`config.mk`:
```
export PLATFORM = sky130hd
export DESIGN_NAME = tlb_fifo_page_table_sim_top_flat
export DESIGN_NICKNAME = d
export VERILOG_FILES = /design/src/tfps_pkg.sv /design/src/tfps_if.sv /design/src/tlb_fifo_page_table_sim_top.sv /design/src/tfps_ram.sv /design/src/tfps_ctrl.sv /design/src/tfps_dp.sv /design/src/flat_wrapper.sv
export SDC_FILE = /design/constraint.sdc
export NUM_CORES = 2
export LEC_CHECK = 0
export BUFFER_PORTS_ARGS = -buffer_cell sky130_fd_sc_hd__buf_2
export CAP_MARGIN = 15
export CORE_MARGIN = 2
export CORE_UTILIZATION = 41
export DETAILED_ROUTE_END_ITERATION = 8
export PLACE_DENSITY = 0.67
export SYNTH_ARGS = -nofsm -noshare
export SYNTH_HDL_FRONTEND = slang
export SYNTH_HIERARCHICAL = 1
export SYNTH_SLANG_ARGS = --single-unit
```
`constraint.sdc`:
```
create_clock -name i_clk -period 19.8 [get_ports i_clk]
set_clock_uncertainty 0.2 [all_clocks]
set_input_delay 0.99 -clock i_clk [delete_from_list [all_inputs] [get_ports i_clk]]
set_output_delay 0.99 -clock i_clk [all_outputs]
set_load 0.01 [all_outputs]
```
`src/tfps_pkg.sv`:
```
// shared constants, types and helpers for the tlb / page map block
package tfps_pkg;

    localparam int TLB_ENTRIES = 128;
    localparam int PAGE_COUNT  = 1024;
    localparam int PAGE_BYTES  = 64;

    localparam int ADDR_W      = 16;
    localparam int PAGE_OUT_W  = 10;
    localparam int CNT_W       = 32;
    localparam int OUTCOME_W   = 2;
    localparam int PAGE_SHIFT  = $clog2(PAGE_BYTES);
    localparam int PAGE_W      = $clog2(PAGE_COUNT);
    localparam int TLB_IDX_W   = $clog2(TLB_ENTRIES);

    // memory access cost per outcome
    localparam logic [1:0] MEM_COST_TLB_HIT  = 2'd2;
    localparam logic [1:0] MEM_COST_PAGE_HIT = 2'd3;
    localparam logic [1:0] MEM_COST_FAULT    = 2'd2;

    typedef enum logic [OUTCOME_W-1:0] {
        OUT_TLB_HIT  = 2'd0,
        OUT_PAGE_HIT = 2'd1,
        OUT_FAULT    = 2'd2
    } t_outcome;

    typedef enum logic [1:0] {
        ST_CLEAR,
        ST_IDLE,
        ST_EVAL
    } t_state;

    typedef struct packed {
        logic clear;
        logic capture;
        logic commit;
    } t_dp_cmd;

    typedef struct packed {
        logic clear_last;
        logic out_stall;
    } t_dp_sts;

    function automatic logic [CNT_W-1:0] sat_add(input logic [CNT_W-1:0] val,
                                                 input logic [1:0] amt);
        logic [CNT_W:0] sum;
        sum = {1'b0, val} + {{(CNT_W-1){1'b0}}, amt};
        return sum[CNT_W] ? {CNT_W{1'b1}} : sum[CNT_W-1:0];
    endfunction

endpackage

```
`src/tfps_if.sv`:
```
// request and result channel interfaces
interface tfps_in_if;
    logic                          valid;
    logic                          ready;
    logic [tfps_pkg::ADDR_W-1:0]   byte_address;

    modport source (output valid, output byte_address, input ready);
    modport sink   (input valid, input byte_address, output ready);
endinterface

interface tfps_out_if;
    logic                            valid;
    logic                            ready;
    logic [tfps_pkg::OUTCOME_W-1:0]  outcome;
    logic [tfps_pkg::PAGE_OUT_W-1:0] page_number;
    logic [tfps_pkg::CNT_W-1:0]      tlb_hit_count;
    logic [tfps_pkg::CNT_W-1:0]      tlb_miss_count;
    logic [tfps_pkg::CNT_W-1:0]      page_hit_count;
    logic [tfps_pkg::CNT_W-1:0]      page_fault_count;
    logic [tfps_pkg::CNT_W-1:0]      io_op_count;
    logic [tfps_pkg::CNT_W-1:0]      memory_access_count;

    modport source (output valid, output outcome, output page_number,
                    output tlb_hit_count, output tlb_miss_count,
                    output page_hit_count, output page_fault_count,
                    output io_op_count, output memory_access_count,
                    input ready);
    modport sink   (input valid, input outcome, input page_number,
                    input tlb_hit_count, input tlb_miss_count,
                    input page_hit_count, input page_fault_count,
                    input io_op_count, input memory_access_count,
                    output ready);
endinterface

```
`src/tlb_fifo_page_table_sim_top.sv`:
```
// top level of the tlb with fifo replacement in front of a page-present map
//
// request channel i_req carries one byte address; its page number is the
// address divided by the page size. the page is compared against every valid
// tlb entry in parallel; on a miss the page-present map is consulted, and on
// a fault the page is marked present and written into the fifo-oldest entry.
// result channel o_rsp returns one result per request: outcome, page number
// and six saturating running counts, taken after this request was counted.
// timing: a request is taken in the idle state; the map read and the result
// commit follow in the eval state, which is set by the registered read of the
// page map ram, and the commit waits there while the result register is held;
// o_rsp.valid rises at the commit edge, so the result can be taken from then on.
// reset: i_rst_n is synchronous; afterwards the page map is swept to zero one
// bit per cycle with i_req.ready low, then requests are taken.
// stall: the result register holds while o_rsp.ready is low; a new request
// may still be taken, and its commit waits until the result register frees.
module tlb_fifo_page_table_sim_top (
    input  logic        i_clk,
    input  logic        i_rst_n,
    tfps_in_if.sink     i_req,
    tfps_out_if.source  o_rsp
);

    // command and status between controller and datapath
    tfps_pkg::t_dp_cmd cmd;
    tfps_pkg::t_dp_sts sts;

    // controller sequences clear sweep, capture and commit
    tfps_ctrl u_ctrl (
        .i_clk      (i_clk),
        .i_rst_n    (i_rst_n),
        .i_in_valid (i_req.valid),
        .i_sts      (sts),
        .o_in_ready (i_req.ready),
        .o_cmd      (cmd)
    );

    // datapath holds tlb, page map, counters and the result register
    tfps_dp u_dp (
        .i_clk                 (i_clk),
        .i_rst_n               (i_rst_n),
        .i_cmd                 (cmd),
        .i_byte_address        (i_req.byte_address),
        .i_out_ready           (o_rsp.ready),
        .o_sts                 (sts),
        .o_out_valid           (o_rsp.valid),
        .o_outcome             (o_rsp.outcome),
        .o_page_number         (o_rsp.page_number),
        .o_tlb_hit_count       (o_rsp.tlb_hit_count),
        .o_tlb_miss_count      (o_rsp.tlb_miss_count),
        .o_page_hit_count      (o_rsp.page_hit_count),
        .o_page_fault_count    (o_rsp.page_fault_count),
        .o_io_op_count         (o_rsp.io_op_count),
        .o_memory_access_count (o_rsp.memory_access_count)
    );

endmodule

```
`src/tfps_ram.sv`:
```
// generic single write port ram with registered read
module tfps_ram #(
    parameter int WIDTH = 1,
    parameter int DEPTH = 2
) (
    input  logic                     i_clk,
    input  logic                     i_we,
    input  logic [$clog2(DEPTH)-1:0] i_waddr,
    input  logic [WIDTH-1:0]         i_wdata,
    input  logic [$clog2(DEPTH)-1:0] i_raddr,
    output logic [WIDTH-1:0]         o_rdata
);

    logic [WIDTH-1:0] r_mem [DEPTH];
    logic [WIDTH-1:0] r_rdata;

    always_ff @(posedge i_clk) begin
        if (i_we) begin
            r_mem[i_waddr] <= i_wdata;
        end
        r_rdata <= r_mem[i_raddr];
    end

    assign o_rdata = r_rdata;

endmodule

```
`src/tfps_ctrl.sv`:
```
// controller: map clear sweep, request capture and result commit
module tfps_ctrl (
    input  logic              i_clk,
    input  logic              i_rst_n,
    input  logic              i_in_valid,
    input  tfps_pkg::t_dp_sts i_sts,
    output logic              o_in_ready,
    output tfps_pkg::t_dp_cmd o_cmd
);

    tfps_pkg::t_state r_state;
    tfps_pkg::t_state n_state;

    always_ff @(posedge i_clk) begin
        if (!i_rst_n) begin
            r_state <= tfps_pkg::ST_CLEAR;
        end else begin
            r_state <= n_state;
        end
    end

    // next state
    always_comb begin
        n_state = r_state;
        case (r_state)
            tfps_pkg::ST_CLEAR: begin
                if (i_sts.clear_last) n_state = tfps_pkg::ST_IDLE;
            end
            tfps_pkg::ST_IDLE: begin
                if (i_in_valid) n_state = tfps_pkg::ST_EVAL;
            end
            tfps_pkg::ST_EVAL: begin
                if (!i_sts.out_stall) n_state = tfps_pkg::ST_IDLE;
            end
            default: n_state = tfps_pkg::ST_CLEAR;
        endcase
    end

    // outputs
    always_comb begin
        o_in_ready    = 1'b0;
        o_cmd.clear   = 1'b0;
        o_cmd.capture = 1'b0;
        o_cmd.commit  = 1'b0;
        case (r_state)
            tfps_pkg::ST_CLEAR: begin
                o_cmd.clear = 1'b1;
            end
            tfps_pkg::ST_IDLE: begin
                o_in_ready    = 1'b1;
                o_cmd.capture = i_in_valid;
            end
            tfps_pkg::ST_EVAL: begin
                o_cmd.commit = !i_sts.out_stall;
            end
            default: begin
                o_in_ready = 1'b0;
            end
        endcase
    end

endmodule

```
`src/tfps_dp.sv`:
```
// datapath: tlb tags, page map, fifo pointer, counters and result register
module tfps_dp (
    input  logic                              i_clk,
    input  logic                              i_rst_n,
    input  tfps_pkg::t_dp_cmd                 i_cmd,
    input  logic [tfps_pkg::ADDR_W-1:0]       i_byte_address,
    input  logic                              i_out_ready,
    output tfps_pkg::t_dp_sts                 o_sts,
    output logic                              o_out_valid,
    output logic [tfps_pkg::OUTCOME_W-1:0]    o_outcome,
    output logic [tfps_pkg::PAGE_OUT_W-1:0]   o_page_number,
    output logic [tfps_pkg::CNT_W-1:0]        o_tlb_hit_count,
    output logic [tfps_pkg::CNT_W-1:0]        o_tlb_miss_count,
    output logic [tfps_pkg::CNT_W-1:0]        o_page_hit_count,
    output logic [tfps_pkg::CNT_W-1:0]        o_page_fault_count,
    output logic [tfps_pkg::CNT_W-1:0]        o_io_op_count,
    output logic [tfps_pkg::CNT_W-1:0]        o_memory_access_count
);

    localparam int PW = tfps_pkg::PAGE_W;
    localparam int IW = tfps_pkg::TLB_IDX_W;
    localparam int CW = tfps_pkg::CNT_W;

    logic [PW-1:0]               r_tlb_tag [tfps_pkg::TLB_ENTRIES];
    logic [tfps_pkg::TLB_ENTRIES-1:0] r_tlb_valid;
    logic [IW-1:0]               r_repl_ptr;
    logic [PW-1:0]               r_clr_addr;
    logic [PW-1:0]               r_page;
    logic                        r_tlb_hit;
    logic                        r_out_valid;
    tfps_pkg::t_outcome          r_outcome;
    logic [PW-1:0]               r_out_page;
    logic [CW-1:0]               r_cnt_tlb_hit;
    logic [CW-1:0]               r_cnt_tlb_miss;
    logic [CW-1:0]               r_cnt_page_hit;
    logic [CW-1:0]               r_cnt_fault;
    logic [CW-1:0]               r_cnt_io;
    logic [CW-1:0]               r_cnt_mem;

    logic [tfps_pkg::ADDR_W-1:0] page_shifted;
    logic [PW-1:0]               page_in;
    logic                        tlb_hit;
    logic                        present;
    logic                        fault;
    tfps_pkg::t_outcome          outcome;
    logic                        ram_we;
    logic [PW-1:0]               ram_waddr;
    logic                        ram_wdata;
    logic [PW-1:0]               ram_raddr;

    // page number, reduced to the map size
    assign page_shifted = i_byte_address >> tfps_pkg::PAGE_SHIFT;
    assign page_in      = page_shifted[PW-1:0];

    // fully associative compare over all entries
    always_comb begin
        tlb_hit = 1'b0;
        for (int e = 0; e < tfps_pkg::TLB_ENTRIES; e++) begin
            if (r_tlb_valid[e] && (r_tlb_tag[e] == page_in)) tlb_hit = 1'b1;
        end
    end

    // page map: clear sweep writes zeros, a fault sets the bit
    always_comb begin
        ram_we    = 1'b0;
        ram_waddr = r_page;
        ram_wdata = 1'b1;
        if (i_cmd.clear) begin
            ram_we    = 1'b1;
            ram_waddr = r_clr_addr;
            ram_wdata = 1'b0;
        end else if (i_cmd.commit && fault) begin
            ram_we = 1'b1;
        end
    end

    // read the incoming page at capture, then keep reading the held page
    assign ram_raddr = i_cmd.capture ? page_in : r_page;

    tfps_ram #(
        .WIDTH (1),
        .DEPTH (tfps_pkg::PAGE_COUNT)
    ) u_page_map (
        .i_clk   (i_clk),
        .i_we    (ram_we),
        .i_waddr (ram_waddr),
        .i_wdata (ram_wdata),
        .i_raddr (ram_raddr),
        .o_rdata (present)
    );

    assign fault = !r_tlb_hit && !present;

    always_comb begin
        if (r_tlb_hit)    outcome = tfps_pkg::OUT_TLB_HIT;
        else if (present) outcome = tfps_pkg::OUT_PAGE_HIT;
        else              outcome = tfps_pkg::OUT_FAULT;
    end

    // control state
    always_ff @(posedge i_clk) begin
        if (!i_rst_n) begin
            r_tlb_valid    <= '0;
            r_repl_ptr     <= '0;
            r_clr_addr     <= '0;
            r_out_valid    <= 1'b0;
            r_cnt_tlb_hit  <= '0;
            r_cnt_tlb_miss <= '0;
            r_cnt_page_hit <= '0;
            r_cnt_fault    <= '0;
            r_cnt_io       <= '0;
            r_cnt_mem      <= '0;
        end else begin
            if (i_cmd.clear) r_clr_addr <= r_clr_addr + 1'b1;
            if (i_cmd.commit) begin
                r_out_valid <= 1'b1;
            end else if (i_out_ready) begin
                r_out_valid <= 1'b0;
            end
            if (i_cmd.commit) begin
                if (r_tlb_hit) begin
                    r_cnt_tlb_hit <= tfps_pkg::sat_add(r_cnt_tlb_hit, 2'd1);
                    r_cnt_mem     <= tfps_pkg::sat_add(r_cnt_mem, tfps_pkg::MEM_COST_TLB_HIT);
                end else begin
                    r_cnt_tlb_miss <= tfps_pkg::sat_add(r_cnt_tlb_miss, 2'd1);
                    if (present) begin
                        r_cnt_page_hit <= tfps_pkg::sat_add(r_cnt_page_hit, 2'd1);
                        r_cnt_mem <= tfps_pkg::sat_add(r_cnt_mem, tfps_pkg::MEM_COST_PAGE_HIT);
                    end else begin
                        r_cnt_fault <= tfps_pkg::sat_add(r_cnt_fault, 2'd1);
                        r_cnt_io    <= tfps_pkg::sat_add(r_cnt_io, 2'd1);
                        r_cnt_mem   <= tfps_pkg::sat_add(r_cnt_mem, tfps_pkg::MEM_COST_FAULT);
                        r_tlb_valid[r_repl_ptr] <= 1'b1;
                        if (r_repl_ptr == IW'(tfps_pkg::TLB_ENTRIES - 1)) begin
                            r_repl_ptr <= '0;
                        end else begin
                            r_repl_ptr <= r_repl_ptr + 1'b1;
                        end
                    end
                end
            end
        end
    end

    // payload
    always_ff @(posedge i_clk) begin
        if (i_cmd.capture) begin
            r_page    <= page_in;
            r_tlb_hit <= tlb_hit;
        end
        if (i_cmd.commit) begin
            r_outcome  <= outcome;
            r_out_page <= r_page;
            if (fault) r_tlb_tag[r_repl_ptr] <= r_page;
        end
    end

    assign o_sts.clear_last = (r_clr_addr == PW'(tfps_pkg::PAGE_COUNT - 1));
    assign o_sts.out_stall  = r_out_valid && !i_out_ready;

    assign o_out_valid           = r_out_valid;
    assign o_outcome             = r_outcome;
    assign o_page_number         = tfps_pkg::PAGE_OUT_W'(r_out_page);
    assign o_tlb_hit_count       = r_cnt_tlb_hit;
    assign o_tlb_miss_count      = r_cnt_tlb_miss;
    assign o_page_hit_count      = r_cnt_page_hit;
    assign o_page_fault_count    = r_cnt_fault;
    assign o_io_op_count         = r_cnt_io;
    assign o_memory_access_count = r_cnt_mem;

    a_commit_sets_valid: assert property (@(posedge i_clk) disable iff (!i_rst_n)
        i_cmd.commit |=> r_out_valid)
        else $error("result not presented after commit");

    a_ptr_moves_on_fault_only: assert property (@(posedge i_clk) disable iff (!i_rst_n)
        !(i_cmd.commit && fault) |=> $stable(r_repl_ptr))
        else $error("replace pointer moved without a fault");

    a_counts_move_on_commit_only: assert property (@(posedge i_clk) disable iff (!i_rst_n)
        !i_cmd.commit |=> ($stable(r_cnt_mem) && $stable(r_cnt_tlb_miss)))
        else $error("counter changed without a commit");

    a_no_commit_while_stalled: assert property (@(posedge i_clk) disable iff (!i_rst_n)
        (r_out_valid && !i_out_ready) |-> !i_cmd.commit)
        else $error("result overwritten while receiver stalls");

endmodule

```
`src/flat_wrapper.sv`:
```
// flat-port wrapper written by rule: the top's interface ports become plain ports
module tlb_fifo_page_table_sim_top_flat 
  (i_clk, i_rst_n, i_req_valid, i_req_byte_address, i_req_ready, o_rsp_valid, o_rsp_outcome, o_rsp_page_number, o_rsp_tlb_hit_count, o_rsp_tlb_miss_count, o_rsp_page_hit_count, o_rsp_page_fault_count, o_rsp_io_op_count, o_rsp_memory_access_count, o_rsp_ready);
  tfps_in_if i_req_i ();
  tfps_out_if o_rsp_i ();
  input  logic i_clk;
  input  logic i_rst_n;
  input wire logic [$bits(i_req_i.valid)-1:0] i_req_valid;
  input wire logic [$bits(i_req_i.byte_address)-1:0] i_req_byte_address;
  output wire logic [$bits(i_req_i.ready)-1:0] i_req_ready;
  output wire logic [$bits(o_rsp_i.valid)-1:0] o_rsp_valid;
  output wire logic [$bits(o_rsp_i.outcome)-1:0] o_rsp_outcome;
  output wire logic [$bits(o_rsp_i.page_number)-1:0] o_rsp_page_number;
  output wire logic [$bits(o_rsp_i.tlb_hit_count)-1:0] o_rsp_tlb_hit_count;
  output wire logic [$bits(o_rsp_i.tlb_miss_count)-1:0] o_rsp_tlb_miss_count;
  output wire logic [$bits(o_rsp_i.page_hit_count)-1:0] o_rsp_page_hit_count;
  output wire logic [$bits(o_rsp_i.page_fault_count)-1:0] o_rsp_page_fault_count;
  output wire logic [$bits(o_rsp_i.io_op_count)-1:0] o_rsp_io_op_count;
  output wire logic [$bits(o_rsp_i.memory_access_count)-1:0] o_rsp_memory_access_count;
  input wire logic [$bits(o_rsp_i.ready)-1:0] o_rsp_ready;
  assign i_req_i.valid = i_req_valid;
  assign i_req_i.byte_address = i_req_byte_address;
  assign i_req_ready = i_req_i.ready;
  assign o_rsp_valid = o_rsp_i.valid;
  assign o_rsp_outcome = o_rsp_i.outcome;
  assign o_rsp_page_number = o_rsp_i.page_number;
  assign o_rsp_tlb_hit_count = o_rsp_i.tlb_hit_count;
  assign o_rsp_tlb_miss_count = o_rsp_i.tlb_miss_count;
  assign o_rsp_page_hit_count = o_rsp_i.page_hit_count;
  assign o_rsp_page_fault_count = o_rsp_i.page_fault_count;
  assign o_rsp_io_op_count = o_rsp_i.io_op_count;
  assign o_rsp_memory_access_count = o_rsp_i.memory_access_count;
  assign o_rsp_i.ready = o_rsp_ready;
  tlb_fifo_page_table_sim_top u_core (.i_clk(i_clk), .i_rst_n(i_rst_n), .i_req(i_req_i), .o_rsp(o_rsp_i));
endmodule
```
; Word level (Yosys, flattened, before mapping)
; Memories as Yosys holds them, arrays and structs flattened. A register that Yosys moved wholly into a read port is not among the register bits.
; Cells that the tools add are included.
[word_totals]
n_memories = 2
ram_bits = 2304
elab_cells = 344
reg_bits = 363
input_bits = 20
[memory_table]
columns = memory, depth, word_bits, rd, rd_ports_with_merged_regs, wr, line
row1 = u_core.u_dp.r_tlb_tag, 128, 10, 128, 0, 1, tfps_dp.sv:24  ; logic [PW-1:0] r_tlb_tag [tfps_pkg::TLB_ENTRIES];
row2 = u_core.u_dp.u_page_map.r_mem, 1024, 1, 1, 1, 1, tfps_ram.sv:14  ; logic [WIDTH-1:0] r_mem [DEPTH];
[classes]
n_addsub = 9
n_eq_ne = 135
reduce_logical = 144
n_mux = 34
n_bitwise = 3
n_lt_le_gt_ge = 2
[op_table]
columns = op, count
row1 = 10-bit == test, 128
row2 = 32-bit 2-to-1 mux, 9
row3 = 32-bit by 1-bit adder with 33-bit output (second input constant), 5
row4 = 1-bit logical AND, 132
row5 = 128-bit bitwise OR, 1
row6 = 127-bit OR reduction, 1
row7 = 32-bit by 2-bit adder with 33-bit output (second input constant), 2
row8 = 10-bit 2-to-1 mux, 2
row9 = 1-bit 2-to-1 mux, 16
row10 = 10-bit by 1-bit adder with 10-bit output (second input constant), 1
row11 = 10-bit == test (second input constant), 1
row12 = 3-bit AND reduction, 3
row13 = 7-bit by 8-bit less-than comparator with 1-bit output (second input constant), 1
row14 = 2-bit 2-to-1 mux, 4
row15 = 7-bit by 1-bit adder with 7-bit output (second input constant), 1
row16 = 1-bit demux with 7-bit select, 1
row17 = 7-bit == test (second input constant), 1
row18 = 7-bit by 1-bit >= comparator with 1-bit output (second input constant), 1
row19 = 7-bit 2-to-1 mux, 1
row20 = 2-bit one-hot mux with 3 select lines, 1
row21 = 1-bit zero test, 4
row22 = 2-bit inequality test (second input constant), 2
row23 = 2-bit AND reduction, 2
row24 = 2-bit by 1-bit == test with 1-bit output (second input constant), 1
row25 = other kinds (5), 6

; Depth between registers and ports, before layout
[depth]
ltp_word = 9
depth_mapped = 20
ltp_nobuf = 10

; Modules after synthesis
; Netlist, hierarchy kept.
[modules_own_cells]
columns = mod, area_each_um2, cells_each, n_inst
row1 = tfps_dp, 68623.3, 5023, 1
row2 = tfps_ram, 44656.6, 3112, 1
row3 = tfps_ctrl, 127.6, 13, 1

; Least setup slack after synthesis
; Ideal clock, no wire load.
[synth_timing]
path_type = register to register
from = register u_core.u_ctrl.r_state[0]
to = memory u_core.u_dp.u_page_map.r_mem[0] (data pin)
t_required_ps = 17115
setup_slack_ps = 5292
path_buffers = 2
path_stages_with_launch = 5
t_arrival_ps = 11823
period_less_slack_ps = 14508
setup_time_ps = 2485
cell_sequence = dfxtp_1 > nor2_1 > clkbuf_1 > buf_1 > inv_1
[synth_lines]
columns = item, line
row1 = start: declaration, tfps_ctrl.sv:11  ; tfps_pkg::t_state r_state;
row2 = start signal: assignment, tfps_ctrl.sv:16  ; r_state <= tfps_pkg::ST_CLEAR;
row3 = start signal: assignment, tfps_ctrl.sv:18  ; r_state <= n_state;
row4 = end: declaration, tfps_ram.sv:14

; Worst setup path in the final report
[layout_timing]
from = register u_core.u_dp.r_page[0]
to = register u_core.u_dp.u_page_map.r_rdata, in the netlist u_core/u_dp/u_page_map/o_rdata (read register of u_core.u_dp.u_page_map.r_mem)
[layout_via]
elab_chain_cells = 1
[layout_lines]
columns = item, line
row1 = start: declaration, tfps_dp.sv:28  ; logic [PW-1:0] r_page;
row2 = start signal: assignment, tfps_dp.sv:148  ; r_page <= page_in;
row3 = 10-bit 2-to-1 mux, n/a
row4 = net u_core.u_dp.ram_raddr[0], tfps_dp.sv:49  ; logic [PW-1:0] ram_raddr;
row5 = end: declaration, tfps_ram.sv:15  ; logic [WIDTH-1:0] r_rdata;
; The timed path passes the listed nets, and every way through them passes these cells.
; A chain may end at the register's enable or synchronous reset.

==> results_dict.tcl <==
set metrics [dict create \
    grt_pass1_vias 68220 \
    drtPass1Iterations 6 \
    drt-wirelength-per-cell_um 24.60 \
    post-dp-hpwl_um 158400 \
    ir_drop_v 0.0001129 \
    synth.distinct_cells 88 \
    rsz0062_at_grt "false" \
    cts_setup_buffers 0 \
    hold_viol 0 \
    cts_sinks 2668 \
    routed-via-count 68670 \
    cts_root_buf "clkbuf_16" \
    gp_congestion 0.8552 \
    ff2ff_path_depth 11 \
    drv_slew 0 \
    worst_slew_pin_slew_ns 1.365 \
    ys.flop_type "edfxtp_1" \
    die_y_um 529.9 \
    grt_max_degree 275 \
    clkTransAtPathRegs_ns 0.06 \
    cts-hold-fix-buffers 0 \
    die_area_um2 280800 \
    grt_pass1_wl_um 439600 \
    hold_path_depth 2 \
    drive_gt1_frac 0.1250 \
    relSlewSlack 0.09032 \
    viasPerCell 5.639 \
    fp.coreArea_um2 275800 \
    seqCellArea_um2 76640 \
    fin_ws_ns 13.73 \
    yosysWarnings 6 \
    area_growth_pct 12.08 \
    pin_count 226 \
    fin_crit_sh 0.3064 \
    hold_path_class "flop to flop" \
    initialDrtViolationCount 7453 \
    seq_area_frac_synth 0.6755 \
    final_nets 8282 \
    syn_area_um2 113400 \
    portBuffers 219 \
    syn_area_per_cell_um2 13.92 \
    die_w_um 529.9 \
    cts_buffers 279 \
    crit_path_end_kind "flop" \
    drc 0 \
    setup_viol 0 \
    postSynth.asyncResetShare 0 \
    fmax_ghz 0.1648 \
    synth_edf_count 2317 \
    antenna_left 0 \
    syn_nets 8178 \
    cts_tree "done" \
    start_util 0.4112 \
    ctsResizeCount 0 \
    yosys_register_bits 2668 \
    dp_cells 11680 \
    cp.required_ns 20.28 \
    multi_input_area_um2 34470 \
    finish.utilization 0.4609 \
    status "finished clean" \
    min_period_ns 6.067 \
    clk_latency_ns 0.86 \
    syn_inst 8148 \
    worst-path-max-fanout 100 \
    finalNonFillerCells 12180 \
    critPathLaunchType "flop" \
    antenna_found_initial 11 \
    cap_viol_max_count 0 \
    ctsHtreeMaxLevel 5 \
    p_per_area_nw_per_um2 93.93 \
    tns_ns 0 \
    pre_cts_ws_ns 13.11 \
    fill_cells 23990 \
    grt_use_total 0.2080 \
    std_cell_rows 193 \
    gr-total-overflow 0 \
    critPathArrivalTime_ns 6.55 \
    leakage_nw 39.02 \
    wirelength_um 299700 \
    worstSetupPathType "flop to flop" \
    clockBufferDepth 4 \
    whs_ns 0.2699 \
]
[power by group]
part	internal (mW)	switching [mW]	total [mW]
sequential	6.09	0.0288	6.12
combinational	0.200	0.416	0.616
clock	3.04	2.16	5.20
total	9.34	2.60	11.9
[per-layer routing]
layer	track usage	vias to the layer above	wire length, um
li1	-	29870	-
met1	0.2758	35310	121000
met2	0.3466	2964	144200
met3	0.04068	524	26230
met4	0.05992	4	8197
met5	0	-	32
[cells in the final DEF, fill, tap and decap left out, types with 12 or more instances in the layout]
cell	instances
xor2_1	447
a31oi_1	17
clkinv_2	45
buf_2	210
mux2i_1	133
nand2b_1	12
xnor2_1	964
and2_1	22
nand2_1	193
a21oi_1	184
edfxtp_1	2317
nand3_2	19
nand3_1	163
o21ai_0	42
bufinv_16	22
inv_1	21
or3_1	13
nor2b_1	22
dfxtp_1	341
nor3_1	103
a22oi_1	17
clkbuf_1	64
mux4_1	14
buf_4	124
and3_1	44
nand4_1	310
clkbuf_8	20
clkinv_1	41
and4_1	30
nor4_1	118
mux4_2	200
nor2_1	1523
clkbuf_16	288
o22ai_1	71
mux2_2	21
o221ai_1	49
[final timing paths]
check	from	end	slack [ns]
worst max-delay path	u_core/u_dp/r_page[0]$_DFF_P_	u_core/u_dp/u_page_map/o_rdata$_DFF_P_	13.73
worst min-delay path	u_core/u_dp/r_tlb_valid[12]$_SDFFE_PN0P_	u_core/u_dp/r_tlb_valid[12]$_SDFFE_PN0P_	0.27
worst max register to register	u_core/u_dp/r_page[0]$_DFF_P_	u_core/u_dp/u_page_map/o_rdata$_DFF_P_	13.73
worst min register to register	u_core/u_dp/r_tlb_valid[12]$_SDFFE_PN0P_	u_core/u_dp/r_tlb_valid[12]$_SDFFE_PN0P_	0.27
[critical path: stages (launching register included)]
cell and delay [ns]:
dfxtp_4 0.89, mux2_8 0.78, buf_12 0.66, buf_4 0.82, mux4_2 0.61, mux4_2 0.47, mux2i_1 0.21, o21ai_0 0.10
nor2_1 0.34, nor3_1 0.13, nor4_1 0.32, o2111ai_1 0.14
[metrics by stage]
| step | power [mW] | instance area, um^2 |
|---|---|---|
| final | 11.94 | 127100 |
| after global routing | 12.26 | 127100 |
| after CTS | 12.01 | 127100 |
| after detailed placement | 6.855 | 118100 |
| after global placement | 6.848 | 118000 |
| after floorplan | 6.635 | 113400 |
[Yosys cell counts, types with 11 or more instances]
cell type / instances / area (um^2)
buf_4: 26 / 195.2
xor2_1: 447 / 3915
mux2i_1: 133 / 1331
nor3b_1: 11 / 82.58
a31oi_1: 17 / 106.4
nor3_1: 103 / 515.5
nor2_1: 1524 / 5720
o22ai_1: 71 / 444.2
mux4_2: 200 / 4504
mux4_1: 14 / 367.9
buf_6: 20 / 225.2
dfxtp_1: 351 / 7027
nand2b_1: 13 / 81.33
and4_1: 30 / 262.8
nor2b_1: 24 / 150.1
and3_1: 44 / 275.3
buf_2: 146 / 730.7
edfxtp_1: 2317 / 69580
and2_1: 22 / 137.6
xnor2_1: 964 / 8443
clkbuf_1: 261 / 979.7
o221ai_1: 49 / 429.2
nand2_1: 200 / 750.7
inv_1: 23 / 86.33
a21oi_1: 184 / 920.9
or3_1: 13 / 81.33
buf_1: 62 / 232.7
a22oi_1: 17 / 127.6
o21ai_0: 42 / 210.2
nand3_1: 190 / 950.9
mux2_2: 23 / 259.0
nor4_1: 119 / 744.5
nand4_1: 310 / 1939
[flip-flops by register name, summed over array words and instances, names as in the netlist, 32 cells and up]
register	count
u_core/u_dp/o_memory_access_count	32
u_core/u_dp/o_tlb_miss_count	32
u_core/u_dp/o_tlb_hit_count	32
u_core/u_dp/u_page_map/r_mem	1024
u_core/u_dp/o_page_hit_count	32
u_core/u_dp/r_tlb_valid	128
u_core/u_dp/o_io_op_count	32
u_core/u_dp/r_tlb_tag	1280
u_core/u_dp/o_page_fault_count	32
[kinds of logic (layout without fill, tap and decap cells)]
kind of cell	Yosys count	in the layout	share of synthesized area
other	0	3	0
and+or+nand+nor	2646	2646	0.1063
xor gates and xnor gates	1411	1411	0.1090
AOI/OAI and AO/OA	491	491	0.02819
adders and majority gates	10	10	0.001103
DFF	2668	2668	0.6755
buffers and inverters	552	875	0.02299
muxes	370	370	0.05698
[final cells by class]
class                   count  area share
well taps                3705     0.03647
inverters                  27   0.0009155
repair buffers            348     0.01740
clock buffers             374     0.06086
diodes                      3  0.00005906
clock inverters           126     0.01016
multi-input cells        4928      0.2712
flip-flops and latches   2668      0.6030
Note: power is estimated with default switching activity, not from simulation.
